[src/sv/assert_macros.svh]
// ---------------------------------------------------------------------------
// Assertion macros shared by the text blitter RTL.
// Each macro expects clk_i and rst_ni in the scope where it is used.
// ---------------------------------------------------------------------------
`ifndef ASSERT_MACROS_SVH
`define ASSERT_MACROS_SVH

// Property checked on every rising clock edge outside reset
`define GTRB_ASSERT(lbl, prop, msg) \
  lbl: assert property (@(posedge clk_i) disable iff (!rst_ni) (prop)) else $error(msg);

// Implication checked on every rising clock edge outside reset
`define GTRB_ASSERT_IMP(lbl, ante, cons, msg) \
  `GTRB_ASSERT(lbl, (ante) |-> (cons), msg)

`endif

[src/sv/gtrb_pkg.sv]
// ---------------------------------------------------------------------------
// gtrb_pkg
// Types, constants and the 5x7 font table for the glyph text blitter.
// ---------------------------------------------------------------------------
package gtrb_pkg;

  localparam int FontRows = 7;
  localparam int FontCols = 5;
  localparam int NumGlyphs = 39;

  // Largest clipping extent; larger register values saturate to this
  localparam logic [10:0] FrameLimit = 11'd1024;

  // Configuration register indexes
  localparam logic RegFrameWidth  = 1'b0;
  localparam logic RegFrameHeight = 1'b1;

  // Glyph indexes for the special characters
  localparam logic [5:0] GlyphBlank = 6'd0;
  localparam logic [5:0] GlyphFirstLetter = 6'd1;
  localparam logic [5:0] GlyphFirstDigit = 6'd27;
  localparam logic [5:0] GlyphDash = 6'd37;
  localparam logic [5:0] GlyphDot = 6'd38;

  // Sequencer states
  typedef enum logic [1:0] {
    ST_IDLE,
    ST_SCAN,
    ST_FLUSH
  } state_e;

  // One character as latched at the input transfer
  typedef struct packed {
    logic signed [15:0] base_x;
    logic signed [11:0] pen_y;
    logic [3:0]         scale;
    logic [7:0]         ink;
    logic [5:0]         glyph;
  } item_t;

  // One clipped square
  typedef struct packed {
    logic [9:0] x;
    logic [9:0] y;
    logic [3:0] w;
    logic [3:0] h;
  } rect_t;

  // Clip unit result
  typedef struct packed {
    logic  visible;
    rect_t rect;
  } clip_t;

  // Font bitmap, leftmost column in bit 4
  localparam logic [4:0] Glyphs [NumGlyphs][FontRows] = '{
    '{5'd0, 5'd0, 5'd0, 5'd0, 5'd0, 5'd0, 5'd0},
    '{5'd14, 5'd17, 5'd17, 5'd31, 5'd17, 5'd17, 5'd17},
    '{5'd30, 5'd17, 5'd17, 5'd30, 5'd17, 5'd17, 5'd30},
    '{5'd14, 5'd17, 5'd16, 5'd16, 5'd16, 5'd17, 5'd14},
    '{5'd30, 5'd17, 5'd17, 5'd17, 5'd17, 5'd17, 5'd30},
    '{5'd31, 5'd16, 5'd16, 5'd30, 5'd16, 5'd16, 5'd31},
    '{5'd31, 5'd16, 5'd16, 5'd30, 5'd16, 5'd16, 5'd16},
    '{5'd14, 5'd17, 5'd16, 5'd23, 5'd17, 5'd17, 5'd14},
    '{5'd17, 5'd17, 5'd17, 5'd31, 5'd17, 5'd17, 5'd17},
    '{5'd14, 5'd4, 5'd4, 5'd4, 5'd4, 5'd4, 5'd14},
    '{5'd1, 5'd1, 5'd1, 5'd1, 5'd17, 5'd17, 5'd14},
    '{5'd17, 5'd18, 5'd20, 5'd24, 5'd20, 5'd18, 5'd17},
    '{5'd16, 5'd16, 5'd16, 5'd16, 5'd16, 5'd16, 5'd31},
    '{5'd17, 5'd27, 5'd21, 5'd21, 5'd17, 5'd17, 5'd17},
    '{5'd17, 5'd25, 5'd21, 5'd19, 5'd17, 5'd17, 5'd17},
    '{5'd14, 5'd17, 5'd17, 5'd17, 5'd17, 5'd17, 5'd14},
    '{5'd30, 5'd17, 5'd17, 5'd30, 5'd16, 5'd16, 5'd16},
    '{5'd14, 5'd17, 5'd17, 5'd17, 5'd21, 5'd18, 5'd13},
    '{5'd30, 5'd17, 5'd17, 5'd30, 5'd20, 5'd18, 5'd17},
    '{5'd15, 5'd16, 5'd16, 5'd14, 5'd1, 5'd1, 5'd30},
    '{5'd31, 5'd4, 5'd4, 5'd4, 5'd4, 5'd4, 5'd4},
    '{5'd17, 5'd17, 5'd17, 5'd17, 5'd17, 5'd17, 5'd14},
    '{5'd17, 5'd17, 5'd17, 5'd17, 5'd17, 5'd10, 5'd4},
    '{5'd17, 5'd17, 5'd17, 5'd21, 5'd21, 5'd21, 5'd10},
    '{5'd17, 5'd17, 5'd10, 5'd4, 5'd10, 5'd17, 5'd17},
    '{5'd17, 5'd17, 5'd10, 5'd4, 5'd4, 5'd4, 5'd4},
    '{5'd31, 5'd1, 5'd2, 5'd4, 5'd8, 5'd16, 5'd31},
    '{5'd14, 5'd17, 5'd19, 5'd21, 5'd25, 5'd17, 5'd14},
    '{5'd4, 5'd12, 5'd4, 5'd4, 5'd4, 5'd4, 5'd14},
    '{5'd14, 5'd17, 5'd1, 5'd2, 5'd4, 5'd8, 5'd31},
    '{5'd30, 5'd1, 5'd1, 5'd14, 5'd1, 5'd1, 5'd30},
    '{5'd2, 5'd6, 5'd10, 5'd18, 5'd31, 5'd2, 5'd2},
    '{5'd31, 5'd16, 5'd16, 5'd30, 5'd1, 5'd1, 5'd30},
    '{5'd14, 5'd16, 5'd16, 5'd30, 5'd17, 5'd17, 5'd14},
    '{5'd31, 5'd1, 5'd2, 5'd4, 5'd8, 5'd8, 5'd8},
    '{5'd14, 5'd17, 5'd17, 5'd14, 5'd17, 5'd17, 5'd14},
    '{5'd14, 5'd17, 5'd17, 5'd15, 5'd1, 5'd1, 5'd14},
    '{5'd0, 5'd0, 5'd0, 5'd31, 5'd0, 5'd0, 5'd0},
    '{5'd0, 5'd0, 5'd0, 5'd0, 5'd0, 5'd12, 5'd12}
  };

  // Character code to glyph index; unknown codes give the blank glyph
  function automatic logic [5:0] glyph_of(logic [7:0] ch);
    logic [5:0] g;
    g = GlyphBlank;
    if (ch >= 8'h41 && ch <= 8'h5A) begin
      g = GlyphFirstLetter + 6'(ch - 8'h41);
    end else if (ch >= 8'h30 && ch <= 8'h39) begin
      g = GlyphFirstDigit + 6'(ch - 8'h30);
    end else if (ch == 8'h2D) begin
      g = GlyphDash;
    end else if (ch == 8'h2E) begin
      g = GlyphDot;
    end
    return g;
  endfunction

  // One font row; out-of-range codes read as blank
  function automatic logic [4:0] glyph_row(logic [5:0] g, logic [2:0] r);
    logic [4:0] bits;
    bits = '0;
    if (g < 6'(NumGlyphs) && r < 3'(FontRows)) begin
      bits = Glyphs[g][r];
    end
    return bits;
  endfunction

endpackage

[src/sv/glyph_text_rect_blitter.sv]
// ---------------------------------------------------------------------------
// glyph_text_rect_blitter
// 5x7 font text blitter: turns one character into clipped filled squares.
// ---------------------------------------------------------------------------
// Usage:
//   Input stream: one character per transfer with pen position, scale and
//   ink; tuser set starts a new string at pen_x, otherwise the kept cursor
//   is used. The cursor advances by 6 * scale on every character.
//   Output stream: one clipped square per visible font dot, row by row, left
//   to right; tlast marks the final square. No visible dot, no transfer.
//   Throughput: one font bit per cycle through a single clip unit while the
//   output is not stalled; a character is scanned and then flushed, with
//   tready low from the transfer until it is done. Scale 0 skips the scan,
//   so tready stays high.
//   Latency: a square is held back until the next visible dot or the flush,
//   then enters the output register; a stall halts the scan on the next
//   visible dot with one square waiting and one held back.
//   Reset: frame 320 x 288, cursor 0, output empty.
// ---------------------------------------------------------------------------
module glyph_text_rect_blitter (
  input  logic        clk_i,
  input  logic        rst_ni,
  // Configuration writes
  input  logic        cfg_we_i,
  input  logic        cfg_idx_i,
  input  logic [10:0] cfg_wdata_i,
  // Character stream
  input  logic        s_axis_tvalid,
  output logic        s_axis_tready,
  // char_code[7:0], pen_x[19:8], pen_y[31:20], glyph_scale[35:32], ink[43:36]
  input  logic [47:0] s_axis_tdata,
  // start_string[0]
  input  logic        s_axis_tuser,
  // Square stream
  output logic        m_axis_tvalid,
  input  logic        m_axis_tready,
  // rect_x[9:0], rect_y[19:10], rect_width[23:20], rect_height[27:24],
  // rect_color[35:28]
  output logic [39:0] m_axis_tdata,
  output logic        m_axis_tlast
);

  logic [10:0]        frame_w_q;
  logic [10:0]        frame_h_q;
  logic [10:0]        frame_w;
  logic [10:0]        frame_h;
  logic signed [15:0] cursor_q, cursor_d;
  logic signed [15:0] base_x;
  logic [3:0]         scale;
  logic [15:0]        advance;
  logic               accept;
  gtrb_pkg::item_t    item;
  gtrb_pkg::rect_t    out_rect;
  logic [7:0]         out_color;

  assign accept = s_axis_tvalid && s_axis_tready;

  // Frame registers
  always_ff @(posedge clk_i or negedge rst_ni) begin
    if (!rst_ni) begin
      frame_w_q <= 11'd320;
      frame_h_q <= 11'd288;
    end else if (cfg_we_i) begin
      unique case (cfg_idx_i)
        gtrb_pkg::RegFrameWidth:  frame_w_q <= cfg_wdata_i;
        gtrb_pkg::RegFrameHeight: frame_h_q <= cfg_wdata_i;
        default: ;
      endcase
    end
  end

  // Clip extents saturate at the frame limit
  assign frame_w = (frame_w_q > gtrb_pkg::FrameLimit) ? gtrb_pkg::FrameLimit : frame_w_q;
  assign frame_h = (frame_h_q > gtrb_pkg::FrameLimit) ? gtrb_pkg::FrameLimit : frame_h_q;

  // Character left edge and cursor advance of 6 * scale
  assign scale    = s_axis_tdata[35:32];
  assign base_x   = s_axis_tuser ? 16'($signed(s_axis_tdata[19:8])) : cursor_q;
  assign advance  = {11'b0, scale, 1'b0} + {10'b0, scale, 2'b0};
  assign cursor_d = base_x + $signed(advance);

  always_ff @(posedge clk_i or negedge rst_ni) begin
    if (!rst_ni) begin
      cursor_q <= '0;
    end else if (accept) begin
      cursor_q <= cursor_d;
    end
  end

  // Item handed to the sequencer
  assign item.base_x = base_x;
  assign item.pen_y  = $signed(s_axis_tdata[31:20]);
  assign item.scale  = scale;
  assign item.ink    = s_axis_tdata[43:36];
  assign item.glyph  = gtrb_pkg::glyph_of(s_axis_tdata[7:0]);

  gtrb_ctrl u_ctrl (
    .clk_i       (clk_i),
    .rst_ni      (rst_ni),
    .start_i     (accept),
    .item_i      (item),
    .frame_w_i   (frame_w),
    .frame_h_i   (frame_h),
    .ready_o     (s_axis_tready),
    .out_valid_o (m_axis_tvalid),
    .out_ready_i (m_axis_tready),
    .out_rect_o  (out_rect),
    .out_color_o (out_color),
    .out_last_o  (m_axis_tlast)
  );

  assign m_axis_tdata = {4'b0, out_color, out_rect.h, out_rect.w, out_rect.y, out_rect.x};

endmodule

[src/sv/gtrb_clip.sv]
// ---------------------------------------------------------------------------
// gtrb_clip
// Shared clip unit: trims one scale x scale square to the frame and flags
// squares that lie wholly outside.
// ---------------------------------------------------------------------------
module gtrb_clip (
  input  logic signed [17:0] x_i,
  input  logic signed [13:0] y_i,
  input  logic [3:0]         scale_i,
  input  logic [10:0]        frame_w_i,
  input  logic [10:0]        frame_h_i,
  output gtrb_pkg::clip_t    clip_o
);

  logic signed [17:0] x1;
  logic signed [13:0] y1;
  logic signed [17:0] w_s;
  logic signed [13:0] h_s;
  logic signed [17:0] cx0;
  logic signed [17:0] cx1;
  logic signed [13:0] cy0;
  logic signed [13:0] cy1;
  logic signed [17:0] dx;
  logic signed [13:0] dy;

  // Far edges and frame extents as signed values
  assign x1  = x_i + $signed({14'b0, scale_i});
  assign y1  = y_i + $signed({10'b0, scale_i});
  assign w_s = $signed({7'b0, frame_w_i});
  assign h_s = $signed({3'b0, frame_h_i});

  // Clamp both edges into the frame
  assign cx0 = (x_i < 18'sd0) ? 18'sd0 : x_i;
  assign cy0 = (y_i < 14'sd0) ? 14'sd0 : y_i;
  assign cx1 = (x1 > w_s) ? w_s : x1;
  assign cy1 = (y1 > h_s) ? h_s : y1;
  assign dx  = cx1 - cx0;
  assign dy  = cy1 - cy0;

  assign clip_o.visible = (x1 > 18'sd0) && (y1 > 14'sd0) && (x_i < w_s) && (y_i < h_s);
  assign clip_o.rect.x  = cx0[9:0];
  assign clip_o.rect.y  = cy0[9:0];
  assign clip_o.rect.w  = dx[3:0];
  assign clip_o.rect.h  = dy[3:0];

endmodule

[src/sv/gtrb_ctrl.sv]
// ---------------------------------------------------------------------------
// gtrb_ctrl
// Glyph scan sequencer: walks the 35 font bits of one character through the
// shared clip unit, holds one square back to mark the last one, and feeds
// the output register.
// ---------------------------------------------------------------------------
`include "assert_macros.svh"

module gtrb_ctrl (
  input  logic            clk_i,
  input  logic            rst_ni,
  input  logic            start_i,
  input  gtrb_pkg::item_t item_i,
  input  logic [10:0]     frame_w_i,
  input  logic [10:0]     frame_h_i,
  output logic            ready_o,
  output logic            out_valid_o,
  input  logic            out_ready_i,
  output gtrb_pkg::rect_t out_rect_o,
  output logic [7:0]      out_color_o,
  output logic            out_last_o
);

  gtrb_pkg::state_e state_q, state_d;

  gtrb_pkg::item_t    item_q;
  logic signed [17:0] base_x_q;
  logic signed [17:0] col_x_q;
  logic signed [13:0] row_y_q;
  logic [2:0]         col_q;
  logic [2:0]         row_q;

  gtrb_pkg::rect_t pend_q;
  logic            pend_valid_q, pend_valid_d;

  gtrb_pkg::rect_t out_rect_q;
  logic [7:0]      out_color_q;
  logic            out_last_q;
  logic            out_valid_q, out_valid_d;

  gtrb_pkg::clip_t clip;
  logic [4:0]      row_bits;
  logic [2:0]      bit_idx;
  logic            bit_set;
  logic            hit;
  logic            out_free;
  logic            end_of_row;
  logic            end_of_glyph;

  // Control strobes
  logic step;
  logic push;
  logic take;
  logic flush;

  // Shared clip unit
  gtrb_clip u_clip (
    .x_i       (col_x_q),
    .y_i       (row_y_q),
    .scale_i   (item_q.scale),
    .frame_w_i (frame_w_i),
    .frame_h_i (frame_h_i),
    .clip_o    (clip)
  );

  // Current font bit; leftmost column is the top bit of the row
  assign row_bits     = gtrb_pkg::glyph_row(item_q.glyph, row_q);
  assign bit_idx      = 3'(gtrb_pkg::FontCols - 1) - col_q;
  assign bit_set      = row_bits[bit_idx];
  assign hit          = (state_q == gtrb_pkg::ST_SCAN) && bit_set && clip.visible;
  assign out_free     = !out_valid_q || out_ready_i;
  assign end_of_row   = (col_q == 3'(gtrb_pkg::FontCols - 1));
  assign end_of_glyph = end_of_row && (row_q == 3'(gtrb_pkg::FontRows - 1));

  // Next state
  always_comb begin
    state_d = state_q;
    unique case (state_q)
      gtrb_pkg::ST_IDLE: begin
        if (start_i && (item_i.scale != 4'd0)) state_d = gtrb_pkg::ST_SCAN;
      end
      gtrb_pkg::ST_SCAN: begin
        if (step && end_of_glyph) state_d = gtrb_pkg::ST_FLUSH;
      end
      gtrb_pkg::ST_FLUSH: begin
        if (!pend_valid_q || out_free) state_d = gtrb_pkg::ST_IDLE;
      end
      default: state_d = gtrb_pkg::ST_IDLE;
    endcase
  end

  // State outputs
  always_comb begin
    ready_o = 1'b0;
    step    = 1'b0;
    push    = 1'b0;
    take    = 1'b0;
    flush   = 1'b0;
    unique case (state_q)
      gtrb_pkg::ST_IDLE: begin
        ready_o = 1'b1;
      end
      gtrb_pkg::ST_SCAN: begin
        // a new square needs the held one moved out first
        step = !(hit && pend_valid_q && !out_free);
        push = hit && pend_valid_q && out_free;
        take = hit && step;
      end
      gtrb_pkg::ST_FLUSH: begin
        flush = pend_valid_q && out_free;
      end
      default: begin
        ready_o = 1'b0;
      end
    endcase
  end

  // Held square valid and output register valid
  always_comb begin
    pend_valid_d = pend_valid_q;
    if (take) begin
      pend_valid_d = 1'b1;
    end else if (flush) begin
      pend_valid_d = 1'b0;
    end
    out_valid_d = out_valid_q;
    if (push || flush) begin
      out_valid_d = 1'b1;
    end else if (out_ready_i) begin
      out_valid_d = 1'b0;
    end
  end

  // Control registers
  always_ff @(posedge clk_i or negedge rst_ni) begin
    if (!rst_ni) begin
      state_q      <= gtrb_pkg::ST_IDLE;
      pend_valid_q <= 1'b0;
      out_valid_q  <= 1'b0;
      col_q        <= '0;
      row_q        <= '0;
    end else begin
      state_q      <= state_d;
      pend_valid_q <= pend_valid_d;
      out_valid_q  <= out_valid_d;
      if (start_i) begin
        col_q <= '0;
        row_q <= '0;
      end else if (step) begin
        if (end_of_row) begin
          col_q <= '0;
          row_q <= row_q + 3'd1;
        end else begin
          col_q <= col_q + 3'd1;
        end
      end
    end
  end

  // Item and position registers
  always_ff @(posedge clk_i) begin
    if (start_i) begin
      item_q   <= item_i;
      base_x_q <= 18'(item_i.base_x);
      col_x_q  <= 18'(item_i.base_x);
      row_y_q  <= 14'(item_i.pen_y);
    end else if (step) begin
      if (end_of_row) begin
        col_x_q <= base_x_q;
        row_y_q <= row_y_q + $signed({10'b0, item_q.scale});
      end else begin
        col_x_q <= col_x_q + $signed({14'b0, item_q.scale});
      end
    end
  end

  // Held square and output payload
  always_ff @(posedge clk_i) begin
    if (take) pend_q <= clip.rect;
    if (push || flush) begin
      out_rect_q  <= pend_q;
      out_color_q <= item_q.ink;
      out_last_q  <= flush;
    end
  end

  assign out_valid_o = out_valid_q;
  assign out_rect_o  = out_rect_q;
  assign out_color_o = out_color_q;
  assign out_last_o  = out_last_q;

  // A new character never starts with a square still held back
  `GTRB_ASSERT_IMP(a_idle_empty, state_q == gtrb_pkg::ST_IDLE, !pend_valid_q,
                   "held square left over in idle")
  // Scan position stays inside the font cell
  `GTRB_ASSERT_IMP(a_scan_range, state_q == gtrb_pkg::ST_SCAN,
                   col_q < 3'(gtrb_pkg::FontCols) && row_q < 3'(gtrb_pkg::FontRows),
                   "scan position out of range")
  // A stalled output holds its square
  `GTRB_ASSERT_IMP(a_out_hold, out_valid_q && !out_ready_i, ##1 $stable(out_rect_q),
                   "stalled square changed")

endmodule

[config.mk]
export PLATFORM = sky130hd
export DESIGN_NAME = glyph_text_rect_blitter
export DESIGN_NICKNAME = d
export VERILOG_FILES = /design/src/sv/gtrb_pkg.sv /design/src/sv/glyph_text_rect_blitter.sv /design/src/sv/gtrb_clip.sv /design/src/sv/gtrb_ctrl.sv
export VERILOG_INCLUDE_DIRS = /design/src /design/src/sv
export SDC_FILE = /design/constraint.sdc
export NUM_CORES = 1
export LEC_CHECK = 0
export ABC_AREA = 1
export BUFFER_PORTS_ARGS = -buffer_cell sky130_fd_sc_hd__buf_4
export CORE_MARGIN = 2
export CORE_UTILIZATION = 61
export CTS_CLUSTER_DIAMETER = 200
export DETAILED_ROUTE_END_ITERATION = 10
export GPL_TIMING_DRIVEN = 0
export PLACE_DENSITY = 0.84
export SYNTH_ARGS = -nofsm -noshare
export SYNTH_HDL_FRONTEND = slang
export SYNTH_SLANG_ARGS = --single-unit
[constraint.sdc]
create_clock -name clk_i -period 5.4 [get_ports clk_i]
set_clock_uncertainty 0.2 [all_clocks]
set_input_delay 0 -clock clk_i [delete_from_list [all_inputs] [get_ports clk_i]]
set_output_delay 0 -clock clk_i [all_outputs]
set_load 0.005 [all_outputs]
==> impl_metrics.sql <==
INSERT INTO impl_metrics (metric_group, metric, value, unit) VALUES
('yosys', 'syn_area', '11770', 'um^2'),
('flow_run', 'drv.max_cap_violation_count', '0', ''),
('grt', 'grt_pass1_wl', '59810', 'um'),
('sta', 'max_slew_margin', '37.89', '%'),
('die', 'initial_core_util', '62.52', '%'),
('cts', 'cts_tree', 'built', ''),
('power_and_ir_drop', 'comb_power_share', '47.9', '%'),
('sta', 'final_max_slew_viol_count', '0', ''),
('worst_setup_path', 'cp_cell_sequence', 'ha_1, fa_1, nand3_1, nand3_2, nand2_2, xor2_1, inv_1, ha_1, nand2_1, nor2_1, nand4_1, o211ai_1, a21oi_1, nand3_1, nand3_2, o21ai_0, ha_1, a21oi_1, o21ai_0, xnor2_1, xor2_1', ''),
('yosys', 'synth_cell_type_count', '47', ''),
('power_and_ir_drop', 'power_switching', '3.007', 'mW'),
('route', 'route.top_layer_used', 'met4', ''),
('route', 'dr.pass1.iters', '8', ''),
('cells_and_area', 'final_net_count', '1819', ''),
('sta', 'tightest_slew', '0.9283', 'ns'),
('die', 'chipWidth', '142.9', 'um'),
('sta', 'final-setup-viol-count', '0', ''),
('cells_and_area', 'antenna_cells_inserted', '0', ''),
('yosys', 'synth_edf_count', '131', ''),
('cts', 'h-tree-depth', '4', ''),
('placement', 'io_buffer_count', '100', ''),
('yosys', 'synth-warning-count', '0', ''),
('grt', 'grt_use_total', '38.28', '%'),
('grt', 'grt_remaining_overflow', '0', ''),
('power_and_ir_drop', 'power_switching_share', '45.20', '%'),
('grt', 'largest_net_degree_at_the_start_of_global_routing', '45', ''),
('worst_setup_path', 'critPathLaunchType', 'flip-flop', ''),
('die', 'boundaryPins', '109', ''),
('worst_setup_path', 'cp_common_cell', 'sky130_fd_sc_hd__ha_1', ''),
('power_and_ir_drop', 'seqPwrFrac', '33.0', '%'),
('run_status', 'outcome', 'finished, final reports clean', ''),
('cts', 'ctsLongestPathBuffers', '2', ''),
('yosys', 'mapped_cells', '1471', ''),
('cts', 'clk_pin_slew', '0.08', 'ns'),
('worst_setup_path', 'cp_delay_by_family_top', 'adder cells', ''),
('die', 'placeable_core_region', '18830', 'um^2'),
('worst_setup_path', 'criticalPathCategory', 'flip-flop to flip-flop', ''),
('power_and_ir_drop', 'internal-power', '3.646', 'mW'),
('cts', 'clock_tree.root_cell', 'sky130_fd_sc_hd__clkbuf_16', ''),
('sta', 'min_period_over_period', '90.14', '%'),
('route', 'met1Wirelength', '15180', 'um'),
('route', 'drc_errors', '0', ''),
('cts', 'buffers_inserted_by_post_cts_timing_repair', '0', ''),
('route', 'drtIter0Drc', '1538', ''),
('worst_setup_path', 'worst-endpoint-arrival', '4.86', 'ns'),
('placement', 'place.gp.congestion', '1.006', ''),
('die', 'die_height', '142.9', 'um'),
('route', 'wire_per_inst', '19.86', 'um'),
('route', 'met3WireLength', '3477', 'um'),
('worst_setup_path', 'worst-path-max-fanout', '8', ''),
('route', 'postRouteWirelength', '38450', 'um'),
('route', 'routed_via_density', '6.014', ''),
('sta', 'grt_setup_unrepaired', 'false', ''),
('power_and_ir_drop', 'power.ir.vdd_worst', '461.4', 'uV'),
('yosys', 'synth_ff_type', 'sky130_fd_sc_hd__edfxtp_1', ''),
('min_path', 'worstHoldPathType', 'primary input to flip-flop', ''),
('worst_setup_path', 'timing.critical_path.required', '5.40', 'ns'),
('cells_and_area', 'area_growth_syn_to_layout', '20.61', '%'),
('placement', 'dp.final_hpwl', '26970', 'um'),
('yosys', 'post_synth.cell_area_avg', '8.003', 'um^2'),
('power_and_ir_drop', 'design_power_total', '6.653', 'mW'),
('route', 'wl_met2', '18150', 'um'),
('grt', 'first_global_vias', '11318', ''),
('power_and_ir_drop', 'power.density_cell_area', '468.6', 'nW/um^2'),
('route', 'route.antenna.remaining_nets', '0', ''),
('worst_setup_path', 'crit_path_top_delay_cell', 'sky130_fd_sc_hd__edfxtp_1', ''),
('cells_and_area', 'drive_above_1_share', '11.34', '%'),
('die', 'std_cell_rows', '50', ''),
('worst_setup_path', 'setup.worst_path.end_class', 'flip-flop', ''),
('cts', 'clock_latency_late_sink', '0.46', 'ns'),
('yosys', 'asyncSetResetFlopFracSynth', '26.82', '%');
cell families (layout without fill, tap and decap cells):
logic type | Yosys count | in the layout | share of synthesized area [%]
XOR/XNOR | 32 | 32 | 2.381
other | 1 | 4 | 0.03185
buffers and inverters | 225 | 427 | 7.588
adder cells (fa/ha/maj) | 90 | 90 | 9.948
flip-flops | 179 | 179 | 43.66
AND/OR/NAND/NOR | 733 | 733 | 26.72
AO/OA/AOI/OAI | 211 | 211 | 9.672
Yosys cell counts (2+ instances only):
cell type	number	area, um^2
sky130_fd_sc_hd__xnor2_1	8	70.07
sky130_fd_sc_hd__nor3_1	23	115.1
sky130_fd_sc_hd__nand3_2	2	20.02
sky130_fd_sc_hd__o211ai_1	10	75.07
sky130_fd_sc_hd__fa_1	6	120.1
sky130_fd_sc_hd__xor2_1	24	210.2
sky130_fd_sc_hd__buf_4	9	67.56
sky130_fd_sc_hd__a21oi_2	2	17.52
sky130_fd_sc_hd__a211oi_1	3	22.52
sky130_fd_sc_hd__o21ai_0	100	500.5
sky130_fd_sc_hd__nand3_1	127	635.6
sky130_fd_sc_hd__or2_2	5	31.28
sky130_fd_sc_hd__nor3b_1	3	22.52
sky130_fd_sc_hd__edfxtp_1	131	3934
sky130_fd_sc_hd__nor2_1	117	439.2
sky130_fd_sc_hd__inv_1	173	649.4
sky130_fd_sc_hd__ha_1	84	1051
sky130_fd_sc_hd__nand3b_1	3	22.52
sky130_fd_sc_hd__dfrtp_1	44	1101
sky130_fd_sc_hd__nor2_2	4	25.02
sky130_fd_sc_hd__dfstp_2	4	105.1
sky130_fd_sc_hd__nand2_4	3	33.78
sky130_fd_sc_hd__a31oi_1	5	31.28
sky130_fd_sc_hd__o21a_1	2	15.01
sky130_fd_sc_hd__nand2_1	403	1513
sky130_fd_sc_hd__and2_1	3	18.77
sky130_fd_sc_hd__clkbuf_1	29	108.9
sky130_fd_sc_hd__nand4_1	24	150.1
sky130_fd_sc_hd__nor4_1	5	31.28
sky130_fd_sc_hd__o21ai_1	7	35.03
sky130_fd_sc_hd__nor3_2	2	20.02
sky130_fd_sc_hd__o22ai_1	9	56.30
sky130_fd_sc_hd__a21oi_1	67	335.3
sky130_fd_sc_hd__buf_2	12	60.06
sky130_fd_sc_hd__nand2_2	6	37.54
worst min-delay path: stages:
cell and delay [ns]:
sky130_fd_sc_hd__buf_4 0.09, sky130_fd_sc_hd__nor2_1 0.03, sky130_fd_sc_hd__inv_1 0.06, sky130_fd_sc_hd__nor3_1 0.04, sky130_fd_sc_hd__nand2_1 0.07, sky130_fd_sc_hd__inv_1 0.09, sky130_fd_sc_hd__o21ai_0 0.08, sky130_fd_sc_hd__nand2_1 0.05
path summary, 6_finish.rpt:
path,startpoint,end,slack (ns),cells past startpoint
worst max-delay path,u_ctrl.item_q[14]$_DFFE_PP_,u_ctrl.pend_q[7]$_DFFE_PP_,0.53,21
worst min-delay path,s_axis_tdata[7],u_ctrl.item_q[5]$_DFFE_PP_,0.03,8
worst max register to register,u_ctrl.item_q[14]$_DFFE_PP_,u_ctrl.pend_q[7]$_DFFE_PP_,0.53,21
worst min register to register,u_ctrl.pend_q[13]$_SDFFCE_PP0P_,u_ctrl.out_rect_o[13]$_DFFE_PP_,0.22,0
max in group asynchronous,rst_ni,u_ctrl.out_valid_o$_DFFE_PN0P_,4.23,4
min in group asynchronous,rst_ni,frame_w_q[6]$_DFFE_PN1P_,0.47,3
what timing repair did:
action                                  CTS  global route
endpoints found under the hold margin   144             0
endpoints found under the setup margin    0             0
hold buffers                             68             0
flip-flops by register name (all words and copies together), names as in the netlist:
register / flops
frame_w_q: 11
u_ctrl.row_q: 3
cursor_q: 16
u_ctrl.base_x_q: 16
u_ctrl.col_x_q: 18
u_ctrl.state_q: 2
frame_h_q: 11
u_ctrl.out_last_o: 1
u_ctrl.col_q: 3
u_ctrl.out_color_o: 8
u_ctrl.pend_q: 28
u_ctrl.out_valid_o: 1
u_ctrl.pend_valid_q: 1
u_ctrl.out_rect_o: 28
u_ctrl.row_y_q: 14
u_ctrl.item_q: 18
final cells by class:
type                            instances  area (um^2)
Buffer                                 50        237.7
Clock buffer                           17        425.4
Sequential cell                       179         5140
Clock inverter                         15        173.9
Timing Repair Buffer                  170         1484
Tap cell                              260        325.3
Inverter                              175        656.9
Multi-Input combinational cell       1070         5756
Fill cell                            1304         4632
per-stage QoR:
stage / TNS [ns] / setup WS, ns / instances / area (um^2) / hold slack (ns)
final: 0 / 0.5325 / 1936 / 14200 / 0.03131
after global routing: 0 / 0.2373 / 1936 / 14200 / 0.07887
after CTS: 0 / 0.6603 / 1936 / 14200 / 0.01068
after detailed placement: 0 / 0.6943 / 1836 / 12900 / -0.1313
after global placement: -1.581 / -0.05872 / 1834 / 12860 / -0.1378
after floorplan: 0 / 1.384 / 1474 / 11780 / -0.4956
metal layers:
metal,up-vias,GRT usage (%)
met4,0,16.41
li1,5301,-
met5,-,0
met3,145,6.539
met2,758,63.41
met1,5440,49.78
layout by cell type (no fill, tap or decap), types with 28 or more instances in the layout:
master,Yosys,final
sky130_fd_sc_hd__a21oi_1,67,67
sky130_fd_sc_hd__edfxtp_1,131,131
sky130_fd_sc_hd__clkbuf_1,29,28
sky130_fd_sc_hd__buf_4,9,109
sky130_fd_sc_hd__nand3_1,127,127
sky130_fd_sc_hd__dlygate4sd3_1,0,67
sky130_fd_sc_hd__dfrtp_1,44,44
sky130_fd_sc_hd__o21ai_0,100,100
sky130_fd_sc_hd__nand2_1,403,402
sky130_fd_sc_hd__ha_1,84,84
sky130_fd_sc_hd__nor2_1,117,116
sky130_fd_sc_hd__inv_1,173,173
power groups by stage:
stage          clock (mW)  combinational [mW]  sequential (mW)
4_1_cts              1.26                3.07             2.17
2_1_floorplan           0                2.13             2.12
6_report             1.27                3.19             2.20
3_3_place_gp            0                2.82             2.19
3_5_place_dp            0                2.96             2.20
5_1_grt              1.32                3.52             2.22
Power figures use the tool's default switching activity.
